<file path="config.mk">
export PLATFORM = sky130hd
export DESIGN_NAME = text_line_numberer_top
export DESIGN_NICKNAME = d
export VERILOG_FILES = /design/src/rtl/tln_pkg.sv /design/src/rtl/tln_counter.sv /design/src/rtl/tln_emitter.sv /design/src/rtl/text_line_numberer_top.sv
export SDC_FILE = /design/constraint.sdc
export NUM_CORES = 1
export LEC_CHECK = 0
export ABC_AREA = 1
export BUFFER_PORTS_ARGS = -buffer_cell sky130_fd_sc_hd__buf_2
export CORE_UTILIZATION = 55
export CTS_CLUSTER_DIAMETER = 40
export CTS_CLUSTER_SIZE = 24
export DETAILED_ROUTE_END_ITERATION = 6
export PLACE_DENSITY = 0.78
export SLEW_MARGIN = 25
export SYNTH_ARGS = -nofsm -noshare
export SYNTH_HDL_FRONTEND = slang
export SYNTH_SLANG_ARGS = --single-unit
</file>
<file path="constraint.sdc">
create_clock -name clock -period 2.4 [get_ports clock]
set_input_delay 0.24 -clock clock [delete_from_list [all_inputs] [get_ports clock]]
set_output_delay 0.24 -clock clock [all_outputs]
set_load 0.03 [all_outputs]
</file>
<file path="src/rtl/tln_pkg.sv">
// Shared character codes, mode codes and types for the text line numberer.
package tln_pkg;

   typedef logic [7:0] char_type;
   typedef logic [3:0] bcd_digit_type;
   typedef logic [1:0] mode_code_type;

   localparam char_type CH_NEWLINE = 8'h0A;
   localparam char_type CH_TAB     = 8'h09;
   localparam char_type CH_SPACE   = 8'h20;
   localparam char_type CH_ZERO    = 8'h30;
   localparam char_type CH_NINE    = 8'h39;

   localparam bcd_digit_type BCD_ZERO = 4'd0;
   localparam bcd_digit_type BCD_ONE  = 4'd1;
   localparam bcd_digit_type BCD_NINE = 4'd9;

   localparam mode_code_type MODE_ALL      = 2'd0;
   localparam mode_code_type MODE_NONBLANK = 2'd1;
   localparam mode_code_type MODE_NONE     = 2'd2;

endpackage

</file>
<file path="src/rtl/tln_counter.sv">
// Saturating BCD line counter with right-justified digit glyphs.
module tln_counter
   import tln_pkg::*;
#(
   parameter int NUMBER_DIGITS = 6
) (
   input  logic                                clock,
   input  logic                                reset,
   input  logic                                advance,
   output char_type [NUMBER_DIGITS-1:0]        glyph
);

   bcd_digit_type [NUMBER_DIGITS-1:0] digits_ff;
   bcd_digit_type [NUMBER_DIGITS-1:0] digits_in;

   always_comb begin
      logic full;
      logic carry;
      digits_in = digits_ff;
      full      = 1'b1;
      carry     = 1'b1;
      for (int i = 0; i < NUMBER_DIGITS; i++) begin
         if (digits_ff[i] != BCD_NINE) begin
            full = 1'b0;
         end
      end
      if (advance && !full) begin
         for (int i = 0; i < NUMBER_DIGITS; i++) begin
            if (carry) begin
               if (digits_ff[i] == BCD_NINE) begin
                  digits_in[i] = BCD_ZERO;
               end else begin
                  digits_in[i] = digits_ff[i] + BCD_ONE;
                  carry        = 1'b0;
               end
            end
         end
      end
   end

   always_ff @(posedge clock) begin
      if (reset) begin
         digits_ff    <= '0;
         digits_ff[0] <= BCD_ONE;
      end else begin
         digits_ff <= digits_in;
      end
   end

   // print position 0 is the most significant digit
   always_comb begin
      logic seen;
      seen = 1'b0;
      for (int p = 0; p < NUMBER_DIGITS; p++) begin
         if (digits_ff[NUMBER_DIGITS-1-p] != BCD_ZERO || p == NUMBER_DIGITS - 1) begin
            seen = 1'b1;
         end
         glyph[p] = seen ? char_type'(CH_ZERO + {4'd0, digits_ff[NUMBER_DIGITS-1-p]})
                         : CH_SPACE;
      end
   end

endmodule

</file>
<file path="src/rtl/tln_emitter.sv">
// Input item register, prefix sequencer and result register.
module tln_emitter
   import tln_pkg::*;
#(
   parameter int NUMBER_DIGITS = 6
) (
   input  logic                         clock,
   input  logic                         reset,
   input  logic                         req_tvalid,
   output logic                         req_tready,
   input  char_type                     req_tdata,
   input  logic                         req_tuser,
   output logic                         rsp_tvalid,
   input  logic                         rsp_tready,
   output char_type                     rsp_tdata,
   output logic                         rsp_tlast,
   input  mode_code_type                mode,
   input  char_type [NUMBER_DIGITS-1:0] glyph,
   output logic                         advance
);

   localparam int PosW = $clog2(NUMBER_DIGITS + 2);
   localparam logic [PosW-1:0] PosTab  = PosW'(NUMBER_DIGITS);
   localparam logic [PosW-1:0] PosByte = PosW'(NUMBER_DIGITS + 1);

   logic            item_valid_ff, item_valid_in;
   char_type        item_byte_ff, item_byte_in;
   logic            item_start_ff, item_start_in;
   logic [PosW-1:0] pos_ff, pos_in;
   logic            at_line_start_ff, at_line_start_in;
   logic            rsp_valid_ff, rsp_valid_in;
   char_type        rsp_data_ff, rsp_data_in;
   logic            rsp_last_ff, rsp_last_in;

   logic     line_start;
   logic     numbered;
   logic     step;
   logic     emit_last;
   char_type emit_byte;
   char_type digit_byte;
   logic     req_xfer;

   assign line_start = at_line_start_ff | item_start_ff;
   assign numbered   = (mode == MODE_ALL) ||
                       (mode == MODE_NONBLANK && item_byte_ff != CH_NEWLINE);
   assign step       = item_valid_ff && (!rsp_valid_ff || rsp_tready);

   always_comb begin
      digit_byte = CH_SPACE;
      for (int p = 0; p < NUMBER_DIGITS; p++) begin
         if (pos_ff == PosW'(p)) begin
            digit_byte = glyph[p];
         end
      end
   end

   always_comb begin
      emit_byte = item_byte_ff;
      emit_last = 1'b1;
      if (line_start) begin
         if (pos_ff == PosByte) begin
            emit_byte = item_byte_ff;
            emit_last = 1'b1;
         end else if (pos_ff == PosTab) begin
            emit_byte = CH_TAB;
            emit_last = 1'b0;
         end else begin
            emit_byte = numbered ? digit_byte : CH_SPACE;
            emit_last = 1'b0;
         end
      end
   end

   assign advance    = step && line_start && numbered && pos_ff == PosTab;
   assign req_tready = !item_valid_ff || (step && emit_last);
   assign req_xfer   = req_tvalid && req_tready;

   always_comb begin
      item_valid_in    = item_valid_ff;
      item_byte_in     = item_byte_ff;
      item_start_in    = item_start_ff;
      pos_in           = pos_ff;
      at_line_start_in = at_line_start_ff;
      if (step) begin
         if (emit_last) begin
            pos_in           = '0;
            item_valid_in    = 1'b0;
            at_line_start_in = (item_byte_ff == CH_NEWLINE);
         end else begin
            pos_in = pos_ff + 1'b1;
         end
      end
      if (req_xfer) begin
         item_valid_in = 1'b1;
         item_byte_in  = req_tdata;
         item_start_in = req_tuser;
      end
   end

   always_comb begin
      rsp_valid_in = rsp_valid_ff;
      rsp_data_in  = rsp_data_ff;
      rsp_last_in  = rsp_last_ff;
      if (step) begin
         rsp_valid_in = 1'b1;
         rsp_data_in  = emit_byte;
         rsp_last_in  = emit_last;
      end else if (rsp_tready) begin
         rsp_valid_in = 1'b0;
      end
   end

   always_ff @(posedge clock) begin
      if (reset) begin
         item_valid_ff    <= 1'b0;
         pos_ff           <= '0;
         at_line_start_ff <= 1'b1;
         rsp_valid_ff     <= 1'b0;
      end else begin
         item_valid_ff    <= item_valid_in;
         pos_ff           <= pos_in;
         at_line_start_ff <= at_line_start_in;
         rsp_valid_ff     <= rsp_valid_in;
      end
   end

   always_ff @(posedge clock) begin
      item_byte_ff  <= item_byte_in;
      item_start_ff <= item_start_in;
      rsp_data_ff   <= rsp_data_in;
      rsp_last_ff   <= rsp_last_in;
   end

   assign rsp_tvalid = rsp_valid_ff;
   assign rsp_tdata  = rsp_data_ff;
   assign rsp_tlast  = rsp_last_ff;

endmodule

</file>
<file path="src/rtl/text_line_numberer_top.sv">
// Top level of the text line numberer: mode register, counter and emitter.
//
//   channel  | direction | transfer content
//   ---------+-----------+-------------------------------------------------
//   req_     | in        | tdata: text_byte[7:0]; tuser: file_start
//   rsp_     | out       | tdata: out_byte[7:0];  tlast: last
//   csr_     | in        | wdata: number_mode[1:0], written when csr_we
//
// A byte inside a line is emitted on its own; a byte that starts a line is
// preceded by NUMBER_DIGITS number or space characters and a tab, one per
// position of the emitter's position sequencer driving one result register.
// A new request is taken in the same cycle the previous one emits its byte.
// Reset is synchronous; it sets mode 1, line number one and line start.
// A stalled rsp_tready holds the result register and backs up into req_tready.
module text_line_numberer_top
   import tln_pkg::*;
#(
   parameter int NUMBER_DIGITS = 6
) (
   input  logic          clock,
   input  logic          reset,
   input  logic          req_tvalid,
   output logic          req_tready,
   input  logic [7:0]    req_tdata,   // [7:0] text_byte
   input  logic          req_tuser,   // [0] file_start
   output logic          rsp_tvalid,
   input  logic          rsp_tready,
   output logic [7:0]    rsp_tdata,   // [7:0] out_byte
   output logic          rsp_tlast,
   input  logic          csr_we,
   input  logic [1:0]    csr_wdata
);

   mode_code_type                mode_ff, mode_in;
   char_type [NUMBER_DIGITS-1:0] glyph;
   logic                         advance;

   assign mode_in = csr_we ? csr_wdata : mode_ff;

   always_ff @(posedge clock) begin
      if (reset) begin
         mode_ff <= MODE_NONBLANK;
      end else begin
         mode_ff <= mode_in;
      end
   end

   tln_counter #(
      .NUMBER_DIGITS(NUMBER_DIGITS)
   ) u_counter (
      .clock   (clock),
      .reset   (reset),
      .advance (advance),
      .glyph   (glyph)
   );

   tln_emitter #(
      .NUMBER_DIGITS(NUMBER_DIGITS)
   ) u_emitter (
      .clock      (clock),
      .reset      (reset),
      .req_tvalid (req_tvalid),
      .req_tready (req_tready),
      .req_tdata  (req_tdata),
      .req_tuser  (req_tuser),
      .rsp_tvalid (rsp_tvalid),
      .rsp_tready (rsp_tready),
      .rsp_tdata  (rsp_tdata),
      .rsp_tlast  (rsp_tlast),
      .mode       (mode_ff),
      .glyph      (glyph),
      .advance    (advance)
   );

endmodule

</file>
==> impl_metrics.yaml <==
sta:
  finalCritPeriodShare: 0.8117
  setup_viol: 0
  max_slew_margin: 0.5251
  finalClockSkew_ns: 0.004700
  final.setup.tns_ns: 0
  hold_violations: 0
  worst_pin_slew_ns: 0.7097
  rsz0062_at_grt: "no"
  whs_ns: 0.09895
  period_needed_ns: 1.948
  slew_violations: 0
  max_freq_mhz: 513.3
  worst_slack_ns: 0.4518
placement:
  dp_hpwl_mm: 4.159
  dpl_cell_area_mm2: 0.002993
  post-place-ws_ns: 0.4723
  port_buffers: 26
  routabilityCongestion: 0.8594
critical_path:
  cp_data_required_time_ns: 2.35
  crit_start: "u_emitter.pos_ff[1]"
  critPathMaxFanout: 9
  worstReg2RegStart: "u_emitter.pos_ff[1]"
  worst_setup_path_end_kind: "flop"
  startpoint_type: "flop"
  path_class: "flop to flop"
  critPathArrivalTime_ns: 1.90
clock_network:
  insertion_delay_ns: 0.31
  cts_buffer_depth: 2
  post_cts_buffers: 0
  cts_hold_buf: 0
  cts_tree: "yes"
  cts_root_buffer: "clkbuf_8"
  clkSlewWorstSetupHoldPaths_ns: 0.09
  h-tree-depth: 2
  numCtsBuffers: 5
  cts_resized: 0
  clock-sinks: 50
yosys:
  syn_area_mm2: 0.002811
  synthAdderAreaFrac: 0.02670
  yosysWarnings: 0
  yosysUniqueCellTypes: 31
  synth_mux_area_frac: 0
  ys_ff_latch: 50
  synth_xor_area_frac: 0.01869
  synth_cells: 378
  synth_top_family_by_area: "simple AND/OR/NAND/NOR gates"
  synth_compound_gate_area_share: 0.1308
  yosysSeqAreaShare: 0.4201
  synthesis.nets: 400
  synth.avg_cell_area_um2: 7.438
  yosys.area_share.simple: 0.3133
floorplanning:
  initial_core_util: 0.5836
  dieArea_mm2: 0.005402
  core_area_mm2: 0.004817
  num_rows: 25
  num_io_pins: 27
  die_h_um: 73.50
  die_w_um: 73.50
grt:
  grt_start_max_net_pins: 29
  antenna_found_initial: 0
  grt_pass1_wl_mm: 9.232
  overflow: 0
  grtUsageTotal: 0.2236
  grt_pass1_vias: 2144
hold_path:
  hp-class: "input port to flop"
  min_from: "req_tdata[3]"
power_and_ir_drop:
  p_leak_uw: 0.001265
  power_switching_uw: 386.0
  power_frac_comb: 0.077
  intPower_uw: 1254
  vdd_drop_max_mv: 0.4495
  p_clk_frac: 0.366
  switching_share: 0.2353
  p_per_area_mw_per_mm2: 528.2
  seqPwrFrac: 0.557
route:
  ant_nets: 0
  drc: 0
  wl_mm: 5.563
  drt_iter0_drc: 166
  avgRoutedWirePerCell_um: 11.76
  vias: 2458
  viasPerCell: 5.197
  first_pass_iters: 4
layout:
  antennaDiodeCount: 0
  drive_gt1_frac: 0.1453
  finalNetCount: 427
  fin_util: 0.6447
  final_area_mm2: 0.003105
  area_growth_pct: 10.46
flow_run:
  cap_violations: 0
status:
  status: "complete, no violations"
-- final timing paths --
| check | endpoint | slack [ns] | cells after the start |
|---|---|---|---|
| worst min register to register | u_counter.digits_ff[6] | 0.47 | 2 |
| worst max-delay path | u_emitter.item_byte_ff[0] | 0.45 | 6 |
| worst max register to register | u_emitter.item_byte_ff[0] | 0.45 | 6 |
| worst min-delay path | u_emitter.item_byte_ff[3] | 0.1 | 1 |
-- power by group through the flow --
| stage | Sequential (µW) | Combinational (µW) | Clock (µW) |
|---|---|---|---|
| after global routing | 916 | 140 | 657 |
| after CTS | 913 | 127 | 620 |
| final | 913 | 126 | 601 |
| after global placement | 932 | 124 | 0 |
| after detailed placement | 933 | 126 | 0 |
| after floorplan | 949 | 68.3 | 0 |
-- metal layers --
layer / wire length, µm / vias up / GRT usage
met1: 2651 / 1105 / 0.2990
met4: 68 / 0 / 0.06624
met3: 295 / 6 / 0.06173
met2: 2548 / 49 / 0.3527
met5: 0 / - / 0
li1: - / 1298 / -
-- cells in the mapped netlist, drive strengths merged --
cell | count | share of area
dfxtp | 32 | 0.23
nor2 | 40 | 0.078
buf | 4 | 0.011
nand2 | 91 | 0.13
clkbuf | 4 | 0.0058
o21ai | 22 | 0.039
o211ai | 2 | 0.0053
nor3 | 3 | 0.0053
xor2 | 6 | 0.019
nand3 | 43 | 0.080
a31oi | 2 | 0.0044
nor3b | 3 | 0.0080
inv | 55 | 0.073
a21oi | 38 | 0.069
o22ai | 3 | 0.0067
o221ai | 2 | 0.0062
edfxtp | 18 | 0.19
nand4 | 3 | 0.0067
or2 | 1 | 0.0022
ha | 6 | 0.027
-- through the flow --
| step | cells | total power [µW] |
|---|---|---|
| floorplan | 378 | 1017 |
| global placement | 465 | 1056 |
| detailed placement | 465 | 1059 |
| CTS | 473 | 1660 |
| global route | 473 | 1713 |
| finish | 473 | 1640 |
-- registers in the layout, indices dropped and copies added (netlist names) --
| name | cells |
|---|---|
| u_counter.digits_ff | 24 |
| u_emitter.item_byte_ff | 8 |
| u_emitter.rsp_tdata | 8 |
| u_emitter.pos_ff | 3 |
| mode_ff | 2 |
| u_emitter.at_line_start_ff | 1 |
| u_emitter.item_start_ff | 1 |
| u_emitter.item_valid_ff | 1 |
| u_emitter.rsp_tlast | 1 |
| u_emitter.rsp_tvalid | 1 |
-- placed cells by master, fill, tap and decap left out, drive strengths merged, types with 3 or more instances in the layout --
cell type,n
a21oi,38
buf,28
clkbuf,5
dfxtp,32
edfxtp,18
ha,6
inv,56
nand2,91
nand3,43
nand4,3
nor2,40
nor3,3
nor3b,3
o21ai,22
o22ai,3
xor2,6
-- cell type report --
type,count,area [µm²]
clock buffers,5,68.82
clock inverters,3,43.79
fillers,473,1712
inverters,55,206.4
multi-input cells,265,1376
flip-flops and latches,50,1181
well taps,67,83.83
repair buffers,28,145.1
-- cell families (layout without fill, tap and decap cells) --
logic type | after synthesis | in the layout
AND/OR/NAND/NOR | 184 | 184
AO/OA/AOI/OAI | 69 | 69
buffers and inverters | 63 | 91
flip-flops | 50 | 50
adder cells (fa/ha/maj) | 6 | 6
XOR/XNOR | 6 | 6
-- critical path: stages, from the launching register on --
cell and delay, ns:
dfxtp_1 0.39, ha_1 0.21, ha_1 0.15, nor2_1 0.05
nor2_1 0.16, nor2_1 0.08, nor2_1 0.55
(Power assumes the default switching activity.)
